**src/rtl/opbp_pkg.sv**
```systemverilog
// package: constants, codes and types shared by the packet buffer pool
package opbp_pkg;

   localparam int SLOTS      = 16;
   localparam int SLOT_BYTES = 64;

   localparam int SLOT_W = $clog2(SLOTS);
   localparam int LINK_W = SLOT_W + 1;
   localparam int OFF_W  = $clog2(SLOT_BYTES);
   localparam int CUR_W  = $clog2(SLOT_BYTES + 1);
   localparam int CNT_W  = $clog2(SLOTS + 1);
   localparam int ADDR_W = SLOT_W + OFF_W;
   localparam int DEPTH  = SLOTS * SLOT_BYTES;

   localparam logic [LINK_W-1:0] NIL = LINK_W'(SLOTS);

   typedef enum logic [1:0] {
      REQ_PUSH   = 2'd0,
      REQ_READ   = 2'd1,
      REQ_FREE   = 2'd2,
      REQ_STATUS = 2'd3
   } req_code_type;

   typedef enum logic [2:0] {
      ST_OK       = 3'd0,
      ST_DISABLED = 3'd1,
      ST_NO_FREE  = 3'd2,
      ST_NO_MATCH = 3'd3,
      ST_BAD_LEN  = 3'd4,
      ST_BAD_SLOT = 3'd5
   } status_type;

   typedef enum logic [1:0] {
      SL_FREE     = 2'd0,
      SL_FILLING  = 2'd1,
      SL_OCCUPIED = 2'd2
   } slot_state_type;

   typedef enum logic [1:0] {
      MODE_IDLE = 2'd0,
      MODE_FILL = 2'd1,
      MODE_DROP = 2'd2
   } fill_mode_type;

   localparam logic CSR_ENABLE = 1'b0;
   localparam logic CSR_ACTIVE = 1'b1;

   typedef struct packed {
      logic              we;
      logic              re;
      logic [ADDR_W-1:0] addr;
      logic [7:0]        wdata;
   } ram_req_type;

endpackage

```
**src/rtl/opbp_ctrl.sv**
```systemverilog
// controller: slot table, linked order list, request sequencer and result register
module opbp_ctrl (
   input  logic                  clock,
   input  logic                  reset,
   input  logic                  csr_write_enable,
   input  logic [0:0]            csr_index,
   input  logic [4:0]            csr_write_data,
   input  logic                  req_valid,
   output logic                  req_stall,
   input  logic [1:0]            req_type,
   input  logic [7:0]            req_data_byte,
   input  logic                  req_last_byte,
   input  logic [7:0]            req_match_byte,
   input  logic [6:0]            req_read_length,
   input  logic [3:0]            req_slot_index,
   output opbp_pkg::ram_req_type ram_req,
   input  logic [7:0]            ram_rdata,
   output logic                  rsp_valid,
   input  logic                  rsp_stall,
   output logic [2:0]            rsp_status,
   output logic [7:0]            rsp_data_out,
   output logic                  rsp_last,
   output logic [3:0]            rsp_slot_out,
   output logic [6:0]            rsp_stored_length,
   output logic [4:0]            rsp_filled_count,
   output logic [4:0]            rsp_free_count,
   output logic                  rsp_first_ready,
   output logic [6:0]            rsp_first_length
);
   import opbp_pkg::*;

   typedef enum logic [2:0] {
      S_IDLE, S_APPEND, S_FILL, S_WALK, S_UNLINK, S_RD, S_OUT, S_EMIT
   } state_type;

   state_type      state_ff;
   slot_state_type st_ff   [SLOTS];
   logic [LINK_W-1:0] link_ff [SLOTS];
   logic [CUR_W-1:0]  len_ff  [SLOTS];
   logic [7:0]        fb_ff   [SLOTS];
   logic [LINK_W-1:0] head_ff;
   logic [SLOT_W-1:0] fslot_ff;
   logic [CUR_W-1:0]  cursor_ff;
   fill_mode_type     mode_ff;
   logic              enable_ff;
   logic [4:0]        active_ff;

   logic [LINK_W-1:0] n_ff;
   logic [SLOT_W-1:0] tgt_ff;
   logic              is_read_ff;
   logic [CUR_W-1:0]  k_ff;
   logic [6:0]        rlen_ff;
   logic [CUR_W-1:0]  slen_ff;
   status_type        ostat_ff;
   logic [SLOT_W-1:0] oslot_ff;
   logic [7:0]        byte_ff;
   logic              last_ff;
   logic [7:0]        match_ff;

   logic              rsp_valid_ff;
   logic [2:0]        rsp_status_ff;
   logic [7:0]        rsp_data_ff;
   logic              rsp_last_ff;
   logic [SLOT_W-1:0] rsp_slot_ff;
   logic [CUR_W-1:0]  rsp_slen_ff;
   logic [CNT_W-1:0]  rsp_filled_ff;
   logic [CNT_W-1:0]  rsp_free_ff;
   logic              rsp_ready_ff;
   logic [CUR_W-1:0]  rsp_flen_ff;

   logic [4:0]        act;
   logic              free_found;
   logic [SLOT_W-1:0] free_idx;
   logic [CNT_W-1:0]  filled_cnt;
   logic [CNT_W-1:0]  free_cnt;
   logic              head_ready;
   logic [CUR_W-1:0]  head_len;
   logic              out_free;
   logic              accept;
   logic [SLOT_W-1:0] n_idx;
   logic [SLOT_W-1:0] head_idx;
   logic              n_nil;
   logic              fill_room;
   logic [CUR_W-1:0]  fill_next;
   logic              stream_last;
   logic              rsp_load;
   status_type        idle_stat;
   state_type         idle_next;

   always_comb begin
      if (active_ff == 5'd0) begin
         act = 5'd1;
      end else if (active_ff > 5'(SLOTS)) begin
         act = 5'(SLOTS);
      end else begin
         act = active_ff;
      end
   end

   always_comb begin
      free_found = 1'b0;
      free_idx   = '0;
      filled_cnt = '0;
      free_cnt   = '0;
      for (int i = SLOTS - 1; i >= 0; i--) begin
         if (5'(i) < act && st_ff[i] == SL_FREE) begin
            free_found = 1'b1;
            free_idx   = SLOT_W'(i);
         end
      end
      for (int i = 0; i < SLOTS; i++) begin
         if (5'(i) < act && st_ff[i] == SL_OCCUPIED) filled_cnt = filled_cnt + 1'b1;
         if (5'(i) < act && st_ff[i] == SL_FREE) free_cnt = free_cnt + 1'b1;
      end
   end

   // request decode: status and next state for an accepted beat
   always_comb begin
      idle_stat = ST_OK;
      idle_next = S_EMIT;
      if (!enable_ff) begin
         idle_stat = ST_DISABLED;
      end else begin
         unique case (req_code_type'(req_type))
            REQ_PUSH: begin
               if (mode_ff == MODE_FILL) begin
                  idle_next = S_FILL;
               end else if (mode_ff != MODE_IDLE || !free_found) begin
                  idle_stat = ST_NO_FREE;
               end else if (head_ff[SLOT_W]) begin
                  idle_next = S_FILL;
               end else begin
                  idle_next = S_APPEND;
               end
            end
            REQ_READ: begin
               if (req_read_length == 7'd0 || req_read_length > 7'(SLOT_BYTES)) begin
                  idle_stat = ST_BAD_LEN;
               end else begin
                  idle_next = S_WALK;
               end
            end
            REQ_FREE: begin
               if (5'(req_slot_index) >= act) begin
                  idle_stat = ST_BAD_SLOT;
               end else if (st_ff[req_slot_index] != SL_FREE) begin
                  idle_next = S_UNLINK;
               end
            end
            REQ_STATUS: ;
            default: ;
         endcase
      end
   end

   assign head_idx   = head_ff[SLOT_W-1:0];
   assign head_ready = !head_ff[SLOT_W] && st_ff[head_idx] == SL_OCCUPIED;
   assign head_len   = head_ready ? len_ff[head_idx] : '0;
   assign n_idx      = n_ff[SLOT_W-1:0];
   assign n_nil      = n_ff[SLOT_W];
   assign out_free   = !rsp_valid_ff || !rsp_stall;
   assign rsp_load   = out_free && (state_ff == S_OUT || state_ff == S_EMIT);
   assign accept     = req_valid && state_ff == S_IDLE;
   assign req_stall  = state_ff != S_IDLE;
   assign fill_room  = cursor_ff < CUR_W'(SLOT_BYTES);
   assign fill_next  = fill_room ? cursor_ff + 1'b1 : cursor_ff;
   assign stream_last = 7'(k_ff + 1'b1) == rlen_ff;

   always_comb begin
      ram_req.we    = state_ff == S_FILL && fill_room;
      ram_req.re    = state_ff == S_RD;
      ram_req.wdata = byte_ff;
      if (state_ff == S_FILL) begin
         ram_req.addr = {fslot_ff, cursor_ff[OFF_W-1:0]};
      end else begin
         ram_req.addr = {tgt_ff, k_ff[OFF_W-1:0]};
      end
   end

   always_ff @(posedge clock) begin
      if (reset) begin
         state_ff     <= S_IDLE;
         head_ff      <= NIL;
         fslot_ff     <= '0;
         cursor_ff    <= '0;
         mode_ff      <= MODE_IDLE;
         enable_ff    <= 1'b0;
         active_ff    <= 5'(SLOTS);
         rsp_valid_ff <= 1'b0;
         for (int i = 0; i < SLOTS; i++) begin
            st_ff[i]   <= SL_FREE;
            link_ff[i] <= NIL;
            len_ff[i]  <= '0;
         end
      end else begin
         if (csr_write_enable) begin
            unique case (csr_index)
               CSR_ENABLE: enable_ff <= csr_write_data[0];
               CSR_ACTIVE: active_ff <= csr_write_data;
               default: ;
            endcase
         end
         if (rsp_valid_ff && !rsp_stall && !rsp_load) rsp_valid_ff <= 1'b0;

         unique case (state_ff)
            S_IDLE: begin
               if (accept) begin
                  byte_ff    <= req_data_byte;
                  last_ff    <= req_last_byte;
                  match_ff   <= req_match_byte;
                  rlen_ff    <= req_read_length;
                  ostat_ff   <= idle_stat;
                  slen_ff    <= '0;
                  is_read_ff <= 1'b0;
                  state_ff   <= idle_next;
                  if (enable_ff && req_code_type'(req_type) == REQ_FREE &&
                      idle_stat == ST_OK) begin
                     oslot_ff <= req_slot_index;
                  end else begin
                     oslot_ff <= '0;
                  end
                  if (enable_ff) begin
                     unique case (req_code_type'(req_type))
                        REQ_PUSH: begin
                           if (mode_ff != MODE_FILL && mode_ff != MODE_IDLE) begin
                              if (req_last_byte) mode_ff <= MODE_IDLE;
                           end else if (mode_ff == MODE_IDLE && !free_found) begin
                              if (!req_last_byte) mode_ff <= MODE_DROP;
                           end else if (mode_ff == MODE_IDLE) begin
                              st_ff[free_idx]   <= SL_FILLING;
                              link_ff[free_idx] <= NIL;
                              fslot_ff          <= free_idx;
                              cursor_ff         <= '0;
                              mode_ff           <= MODE_FILL;
                              tgt_ff            <= free_idx;
                              n_ff              <= head_ff;
                              if (head_ff[SLOT_W]) head_ff <= LINK_W'(free_idx);
                           end
                        end
                        REQ_READ: begin
                           if (idle_next == S_WALK) n_ff <= head_ff;
                        end
                        REQ_FREE: begin
                           if (idle_next == S_UNLINK) begin
                              tgt_ff <= req_slot_index;
                              n_ff   <= head_ff;
                           end
                        end
                        REQ_STATUS: ;
                        default: ;
                     endcase
                  end
               end
            end
            S_APPEND: begin
               if (link_ff[n_idx] == NIL) begin
                  link_ff[n_idx] <= LINK_W'(tgt_ff);
                  state_ff       <= S_FILL;
               end else begin
                  n_ff <= link_ff[n_idx];
               end
            end
            S_FILL: begin
               oslot_ff <= fslot_ff;
               if (fill_room) begin
                  if (cursor_ff == '0) fb_ff[fslot_ff] <= byte_ff;
               end else begin
                  ostat_ff <= ST_BAD_LEN;
               end
               if (last_ff) begin
                  st_ff[fslot_ff]  <= SL_OCCUPIED;
                  len_ff[fslot_ff] <= fill_next;
                  mode_ff          <= MODE_IDLE;
                  cursor_ff        <= '0;
               end else begin
                  cursor_ff <= fill_next;
               end
               state_ff <= S_EMIT;
            end
            S_WALK: begin
               if (n_nil || st_ff[n_idx] != SL_OCCUPIED) begin
                  ostat_ff <= ST_NO_MATCH;
                  state_ff <= S_EMIT;
               end else if (fb_ff[n_idx] == match_ff) begin
                  tgt_ff     <= n_idx;
                  slen_ff    <= len_ff[n_idx];
                  is_read_ff <= 1'b1;
                  n_ff       <= head_ff;
                  state_ff   <= S_UNLINK;
               end else begin
                  n_ff <= link_ff[n_idx];
               end
            end
            S_UNLINK: begin
               if (head_ff == LINK_W'(tgt_ff) || n_nil || link_ff[n_idx] == LINK_W'(tgt_ff)) begin
                  if (head_ff == LINK_W'(tgt_ff)) begin
                     head_ff <= link_ff[tgt_ff];
                  end else if (!n_nil) begin
                     link_ff[n_idx] <= link_ff[tgt_ff];
                  end
                  link_ff[tgt_ff] <= NIL;
                  st_ff[tgt_ff]   <= SL_FREE;
                  len_ff[tgt_ff]  <= '0;
                  if (is_read_ff) begin
                     k_ff     <= '0;
                     state_ff <= S_RD;
                  end else begin
                     if (mode_ff == MODE_FILL && fslot_ff == tgt_ff) begin
                        mode_ff   <= MODE_DROP;
                        cursor_ff <= '0;
                     end
                     state_ff <= S_EMIT;
                  end
               end else begin
                  n_ff <= link_ff[n_idx];
               end
            end
            S_RD: begin
               state_ff <= S_OUT;
            end
            S_OUT: begin
               if (out_free) begin
                  rsp_valid_ff  <= 1'b1;
                  rsp_status_ff <= ST_OK;
                  rsp_data_ff   <= ram_rdata;
                  rsp_last_ff   <= stream_last;
                  rsp_slot_ff   <= tgt_ff;
                  rsp_slen_ff   <= slen_ff;
                  rsp_filled_ff <= filled_cnt;
                  rsp_free_ff   <= free_cnt;
                  rsp_ready_ff  <= head_ready;
                  rsp_flen_ff   <= head_len;
                  k_ff          <= k_ff + 1'b1;
                  state_ff      <= stream_last ? S_IDLE : S_RD;
               end
            end
            S_EMIT: begin
               if (out_free) begin
                  rsp_valid_ff  <= 1'b1;
                  rsp_status_ff <= ostat_ff;
                  rsp_data_ff   <= '0;
                  rsp_last_ff   <= 1'b1;
                  rsp_slot_ff   <= oslot_ff;
                  rsp_slen_ff   <= '0;
                  rsp_filled_ff <= filled_cnt;
                  rsp_free_ff   <= free_cnt;
                  rsp_ready_ff  <= head_ready;
                  rsp_flen_ff   <= head_len;
                  state_ff      <= S_IDLE;
               end
            end
            default: state_ff <= S_IDLE;
         endcase
      end
   end

   assign rsp_valid         = rsp_valid_ff;
   assign rsp_status        = rsp_status_ff;
   assign rsp_data_out      = rsp_data_ff;
   assign rsp_last          = rsp_last_ff;
   assign rsp_slot_out      = rsp_slot_ff;
   assign rsp_stored_length = 7'(rsp_slen_ff);
   assign rsp_filled_count  = 5'(rsp_filled_ff);
   assign rsp_free_count    = 5'(rsp_free_ff);
   assign rsp_first_ready   = rsp_ready_ff;
   assign rsp_first_length  = 7'(rsp_flen_ff);

endmodule

```
**config.mk**
```make
export PLATFORM = sky130hd
export DESIGN_NAME = opbp_ctrl
export DESIGN_NICKNAME = d
export VERILOG_FILES = /design/src/rtl/opbp_pkg.sv /design/src/rtl/opbp_ctrl.sv
export SDC_FILE = /design/constraint.sdc
export NUM_CORES = 1
export LEC_CHECK = 0
export ABC_AREA = 1
export BUFFER_PORTS_ARGS = -buffer_cell sky130_fd_sc_hd__buf_2
export CAP_MARGIN = 20
export CORE_AREA = 2 2 241 267
export CTS_CLUSTER_DIAMETER = 150
export DETAILED_ROUTE_END_ITERATION = 10
export DIE_AREA = 0 0 243 269
export PLACE_DENSITY = 0.6
export SYNTH_ARGS = -nofsm -noshare
export SYNTH_HDL_FRONTEND = slang
export SYNTH_SLANG_ARGS = --single-unit
```
**constraint.sdc**
```tcl
create_clock -name clock -period 13.35 [get_ports clock]
set_input_delay 2.67 -clock clock [delete_from_list [all_inputs] [get_ports clock]]
set_output_delay 2.67 -clock clock [all_outputs]
set_load 0.05 [all_outputs]
```
# Word-level counts from Yosys, hierarchy flattened

Memories as Yosys holds them, arrays and structs flattened. A register that Yosys moved wholly into a read port is not among the register bits.
Cells that the tools add are included.

Bits in writable memories: 352
Register bits after elaboration: 117
Input bits: 49
Logic and storage cells: 526
Output and inout bits: 63
Memories: 4

Equality and inequality tests: 70
Order comparisons: 20
Reduce and logical (&&, ||, !) cells: 116
Bitwise gates (word level): 5
$add $sub $neg: 32
Multiplexer cells: 251

Memory list:

| memory  | words | bits a word | read ports | clocked after memory_dff | wr ports | RTL line        | text |
|---|---|---|---|---|---|---|---|
| fb_ff   | 16    | 8           | 1          | 1                        | 1        | opbp_ctrl.sv:40 | `logic [7:0] fb_ff [SLOTS];` |
| len_ff  | 16    | 7           | 2          | 2                        | 16       | opbp_ctrl.sv:39 | `logic [CUR_W-1:0] len_ff [SLOTS];` |
| link_ff | 16    | 5           | 2          | 2                        | 16       | opbp_ctrl.sv:38 | `logic [LINK_W-1:0] link_ff [SLOTS];` |
| st_ff   | 16    | 2           | 19         | 2                        | 16       | opbp_ctrl.sv:37 | `slot_state_type st_ff [SLOTS];` |

Operator list:

| operator                                                   | count |
|---|---|
| two-way mux 5 bit                                          | 55 |
| two-way mux 4 bit                                          | 44 |
| adder 5 x 1 -> 5 bit (second input constant)               | 30 |
| two-way mux 7 bit                                          | 21 |
| two-way mux 1 bit                                          | 68 |
| two-way mux 3 bit                                          | 19 |
| logical AND 1 bit                                          | 43 |
| two-way mux 2 bit                                          | 21 |
| inequality test 2 bit (second input constant)              | 21 |
| one-hot mux 7 bit (2 select lines)                         | 3 |
| less-than comparator 4 x 5 -> 1 bit (first input constant) | 8 |
| == test 2 bit (second input constant)                      | 18 |
| zero test 2 bit                                            | 18 |
| one-hot mux 4 bit (2 select lines)                         | 4 |
| one-hot mux 3 bit (3 select lines)                         | 3 |
| one-hot mux 3 bit (8 select lines)                         | 1 |
| AND reduction 11 bit                                       | 2 |
| one-hot mux 7 bit (3 select lines)                         | 1 |
| less-than comparator 3 x 5 -> 1 bit (first input constant) | 4 |
| one-hot mux 5 bit (4 select lines)                         | 1 |
| AND reduction 10 bit                                       | 2 |
| inequality test 3 bit (second input constant)              | 6 |
| two-way mux 8 bit                                          | 2 |
| one-hot mux 8 bit (2 select lines)                         | 1 |
| other kinds (48)                                           | 98 |

# Depth between registers and ports, before layout

Depth in word-level cells: 36
Mapped depth: 59

# Worst setup path before layout

No wires, ideal clock.

Path type: flip-flop to flip-flop
Start: register active_ff[4]
End: register rsp_free_ff[4] (netlist: rsp_free_count[4]) (data pin)
Stages on the path, launching flop included: 59
Library setup time: 0.249 ns
Arrival: 7.626 ns
Slack: 5.474 ns
Path buffers: 1
Data required time: 13.101 ns
Path through: dfxtp_1 > buf_6 > inv_6 > nand2_4 > nand2_8 > nor2_1 > nor3_1 > inv_1 > ha_1 > inv_1 > nand3_1 > nand2_2 > ha_1 > nand2_1 > nand2_1 > ha_1 > inv_1 > nand2_1 > [... 23 more ...] > ha_1 > nand2_1 > nand2_1 > ha_1 > or2_2 > nand2_1 > inv_1 > ha_1 > nand2_1 > o21ai_1 > ha_1 > nand2_1 > nor2_1 > nand2_2 > inv_2 > nand2_1 > nand2_1 > inv_1

Cells in the longest elaborated chain, start to end: 36

Ends and longest elaborated chain:

| element                             | RTL line         | text |
|---|---|---|
| from (decl)                         | opbp_ctrl.sv:46  | `logic [4:0] active_ff;` |
| from (signal assigned)              | opbp_ctrl.sv:188 | `active_ff <= 5'(SLOTS);` |
| from (signal assigned)              | opbp_ctrl.sv:199 | `CSR_ACTIVE: active_ff <= csr_write_data;` |
| greater-than comparator 5 bit       | opbp_ctrl.sv:93  | `end else if (active_ff > 5'(SLOTS)) begin` |
| two-way mux 5 bit                   | opbp_ctrl.sv:93  |  |
| two-way mux 5 bit *                 | opbp_ctrl.sv:91  | `if (active_ff == 5'd0) begin` |
| less-than comparator 1 x 5 -> 1 bit | opbp_ctrl.sv:113 | `if (5'(i) < act && st_ff[i] == SL_FREE) free_cnt = free_cnt + 1'b1;` |
| logical AND 1 bit                   | opbp_ctrl.sv:113 |  |
| two-way mux 1 bit                   | opbp_ctrl.sv:113 |  |
| adder 5 x 1 -> 5 bit                | opbp_ctrl.sv:113 |  |
| two-way mux 5 bit                   | opbp_ctrl.sv:113 |  |
| [... 21 more ...]                   | n/a              |  |
| two-way mux 5 bit                   | opbp_ctrl.sv:113 |  |
| adder 5 x 1 -> 5 bit                | opbp_ctrl.sv:113 |  |
| two-way mux 5 bit                   | opbp_ctrl.sv:113 |  |
| adder 5 x 1 -> 5 bit                | opbp_ctrl.sv:113 |  |
| two-way mux 5 bit                   | opbp_ctrl.sv:113 |  |
| adder 5 x 1 -> 5 bit                | opbp_ctrl.sv:113 |  |
| two-way mux 5 bit *                 | opbp_ctrl.sv:113 |  |
| via free_cnt[4]                     | opbp_ctrl.sv:75  | `logic [CNT_W-1:0] free_cnt;` |
| to (signal assigned)                | opbp_ctrl.sv:330 | `rsp_free_ff <= free_cnt;` |
| to (signal assigned)                | opbp_ctrl.sv:346 | `rsp_free_ff <= free_cnt;` |
| to (decl)                           | opbp_ctrl.sv:67  | `logic [CNT_W-1:0] rsp_free_ff;` |

The timed path passes the listed nets; every way through them passes the cells marked *.
A chain may end at the register's enable or synchronous reset.

# Final worst setup path

Ends and elaborated chain as after synthesis.

==> impl_summary.txt <==
----------------------------------------------------
[Yosys]
  Proportion of register bits with asynchronous set or reset after synthesis ... 0
  Nets in the synthesized netlist ... 3,663
  Post-Syn Instances ... 3,575
  Number of unique standard cell types used by synthesis ... 61
  Synth area leaders ... sky130_fd_sc_hd__edfxtp_1 39%, sky130_fd_sc_hd__nand2_1 9.3%, sky130_fd_sc_hd__dfxtp_1 8.6%
  Number of enable flip-flop cells after synthesis ... between 300 and 400
  YS warnings ... 0
  Mapped Avg Cell Area ... between 7 and 8 um2
  Most frequently used cell type in the post-synthesis netlist ... sky130_fd_sc_hd__nand2_1
  Post-synth top cells ... 693 x sky130_fd_sc_hd__nand2_1, 488 x sky130_fd_sc_hd__nor2_1, 401 x sky130_fd_sc_hd__inv_1
  Share of synthesized area occupied by flip-flops and latches ... 0.481
  Primary flip-flop cell chosen by synthesis mapping ... sky130_fd_sc_hd__edfxtp_1
  Flip-flop and latch count after synthesis ... 488
  Largest area contributor in the synthesized netlist ... sky130_fd_sc_hd__edfxtp_1
  Synthesized area ... 28,000 um2
  Area share of the largest cell type after synthesis ... 0.395

[Clock network]
  Clock tree from TritonCTS ... yes
  Post-cts repair resize count ... 0
  H-tree lvl count ... 2
  CTS sink cnt ... 488
  Cts bufs inserted ... 52
  Clock root cell ... sky130_fd_sc_hd__clkbuf_16
  Insertion delay to the later sink of the worst-skew pair ... approximately 630 ps
  Post-CTS setup buffer count ... 0
  Clock-pin transition on the worst setup and hold timing paths ... 70 ps
  Worst-case clock buffer depth ... 3
  Hold-fix buffer count after cts ... 0

[Detailed routing]
  Final wirelength ... 85.5 mm
  Routed Antenna Nets ... 0
  Drt via density ... 5.57
  Vias after detailed routing ... 25,000
  Number of violations reported at the end of detailed-routing iteration 0 ... approximately 2,300
  Detail-routed net length per standard cell ... 19.0 um
  DRT Pass-1 Iters ... 6
  DRC Markers ... 0

[Finish]
  Storage element area ... 13,500 um2
  Multi-input gate area ... approximately 12,000 um2
  Final net count ... ~3,700
  Final design utilization ... 0.490
  Filler Cell Count ... 6,184
  Growth of design area from synthesis to finish ... 10.0%
  Share of layout cells above drive strength 1 ... 0.0894
  Finished Layout Cells ... between 4,000 and 5,000

[Global route]
  Via count of the first global-routing pass ... roughly 23,000
  Pin count of the biggest net entering global routing ... 102
  Wire length of the first global-routing pass ... between 100 and 150 mm
  Antenna violations before repair ... 2
  Gr ovfl total ... 0
  Overall track demand over capacity in global routing ... 0.257

[Floorplanning]
  I/O pin count ... about 110
  Starting utilization of the core area ... 0.445
  Die Outline Area ... 65,400 um2
  Die Height ... 269 um
  Horizontal extent of the die ... 243 um
  Cell Rows ... 97
  Core area ... approximately 63,000 um2

[STA]
  Post-route clock period utilization ... 0.642
  TNS Setup ... 0 ps
  Slew Limit Headroom ... 0.266
  Final number of setup-violating endpoints ... 0
  RSZ-0062 raised after global routing ... false
  Actual slew at the worst max-slew pin ... about 1100 ps
  Worst clock skew on the final layout ... 31.7 ps
  Maximum operating frequency ... 117 MHz
  Max-slew violation count ... 0
  Count of endpoints failing hold in the final timing report ... 0
  Minimum clock period after layout ... 8570 ps

[Worst setup path]
  Reg2Reg Depth ... between 50 and 60
  Critical Path End Type ... register
  Category of the most critical setup path ... register to register
  Data arrival time of the critical path ... ~9000 ps
  CP dominant cell by count ... sky130_fd_sc_hd__nand2_1
  Startpoint type of the worst setup path ... register
  Peak fanout along the critical path ... 8
  Worst-path cell with the longest stage delay ... sky130_fd_sc_hd__dfxtp_1
  CP Data Required Time ... ~14,000 ps
  Crit path largest cell delay ... 620 ps

[Flow run]
  # Max-Cap Violations ... 0

[Worst hold path]
  Worst min-delay path category ... register to register
  Worst hold path depth ... 2

[Placement]
  Detailed Place HPWL ... 59.0 mm
  Number of I/O port buffers ... around 110
  Dpl cells ... 4,394
  Gpl congestion ... 0.935

[Power and ir drop]
  Leak pwr ... approximately 0.012 uW
  Total design power ... 5630 uW
  Peak ir drop on the vdd network ... approximately 0.12 mV
  Total power density per cell area ... 183 nW/um2

[Status]
  Status ... complete, no violations

----------------------------------------------------
[through the flow]
| step | setup slack (ps) | area, um2 | hold WS, ps |
|---|---|---|---|
| detailed placement | 4780 | 29100 | 454 |
| global route | 4030 | 30800 | 486 |
| CTS | 4780 | 30800 | 464 |
| floorplan | 5470 | 28000 | 439 |
| finish | 4780 | 30800 | 464 |
| global placement | 4930 | 29100 | 448 |
[routing by layer]
metal	GRT usage	vias to the layer above	part of all wire
li1	-	12200	-
met1	0.347	11700	0.43
met2	0.420	942	0.46
met3	0.0354	180	0.074
met4	0.0963	0	0.035
met5	0	-	0
[registers in the layout (all words and copies together) (netlist names), 7 cells and up, named ones only]
name / flops
fb_ff: 128
len_ff: 112
link_ff: 80
st_ff: 32
byte_ff: 8
match_ff: 8
rsp_data_out: 8
cursor_ff: 7
k_ff: 7
rlen_ff: 7
rsp_first_length: 7
rsp_stored_length: 7
slen_ff: 7
[critical path, delay by kind of cell (launching register included)]
kind	cells	cell delay, ps
fa+ha+maj	14	3840
simple gates	34	3300
flops	1	620
buf+inv	7	430
compound gates	1	130
[report_power, final]
part / internal [uW] / switching (uW)
sequential: 1770 / 156
clock: 762 / 639
combinational: 639 / 1670
total: 3170 / 2460
[layout make-up]
cell class | count | share of cell area
clock inverter | 25 | 0.00748
antenna | 1 | 0.0000813
sequential | 488 | 0.437
inverter | 425 | 0.0520
timing repair buffer | 133 | 0.0234
tap | 841 | 0.0342
clock buffer | 70 | 0.0454
multi-input combinational | 2507 | 0.400
[layout by cell type (no fill, tap or decap), drive strengths merged, types with 5 or more instances in the layout]
cell        n
o21ai     405
xor2       17
a211oi     14
inv       417
nor2      497
nand3b      6
nor4        5
dfxtp     120
clkinv     27
xnor2      15
a31oi      14
mux2i       5
o22ai      52
nand4      15
or2        15
nor3       41
clkbuf     70
nand2     738
edfxtp    368
o221ai     23
o211ai     63
a21oi     246
o31ai       9
nand3     256
ha         39
o21bai     11
clkinvlp    5
buf       133
[logic make-up after synthesis]
logic type / share of synthesized area
buffers and inverters: 0.0797
multiplexers: 0.00219
flip-flops: 0.481
adder cells (fa/ha/maj): 0.0174
XOR/XNOR: 0.0100
AND/OR/NAND/NOR: 0.239
AO/OA/AOI/OAI: 0.171
[path summary, 6_finish.rpt]
kind                                             startpoint                          end  slack [ps]
worst min-delay path            link_ff[13][3]$_SDFFE_PP0P_  link_ff[13][3]$_SDFFE_PP0P_         460
worst min register to register  link_ff[13][3]$_SDFFE_PP0P_  link_ff[13][3]$_SDFFE_PP0P_         460
worst max-delay path              active_ff[4]$_SDFFE_PP1P_  rsp_free_count[4]$_DFFE_PP_        4780
worst max register to register    active_ff[4]$_SDFFE_PP1P_  rsp_free_count[4]$_DFFE_PP_        4780
Power figures use the tool's default switching activity.
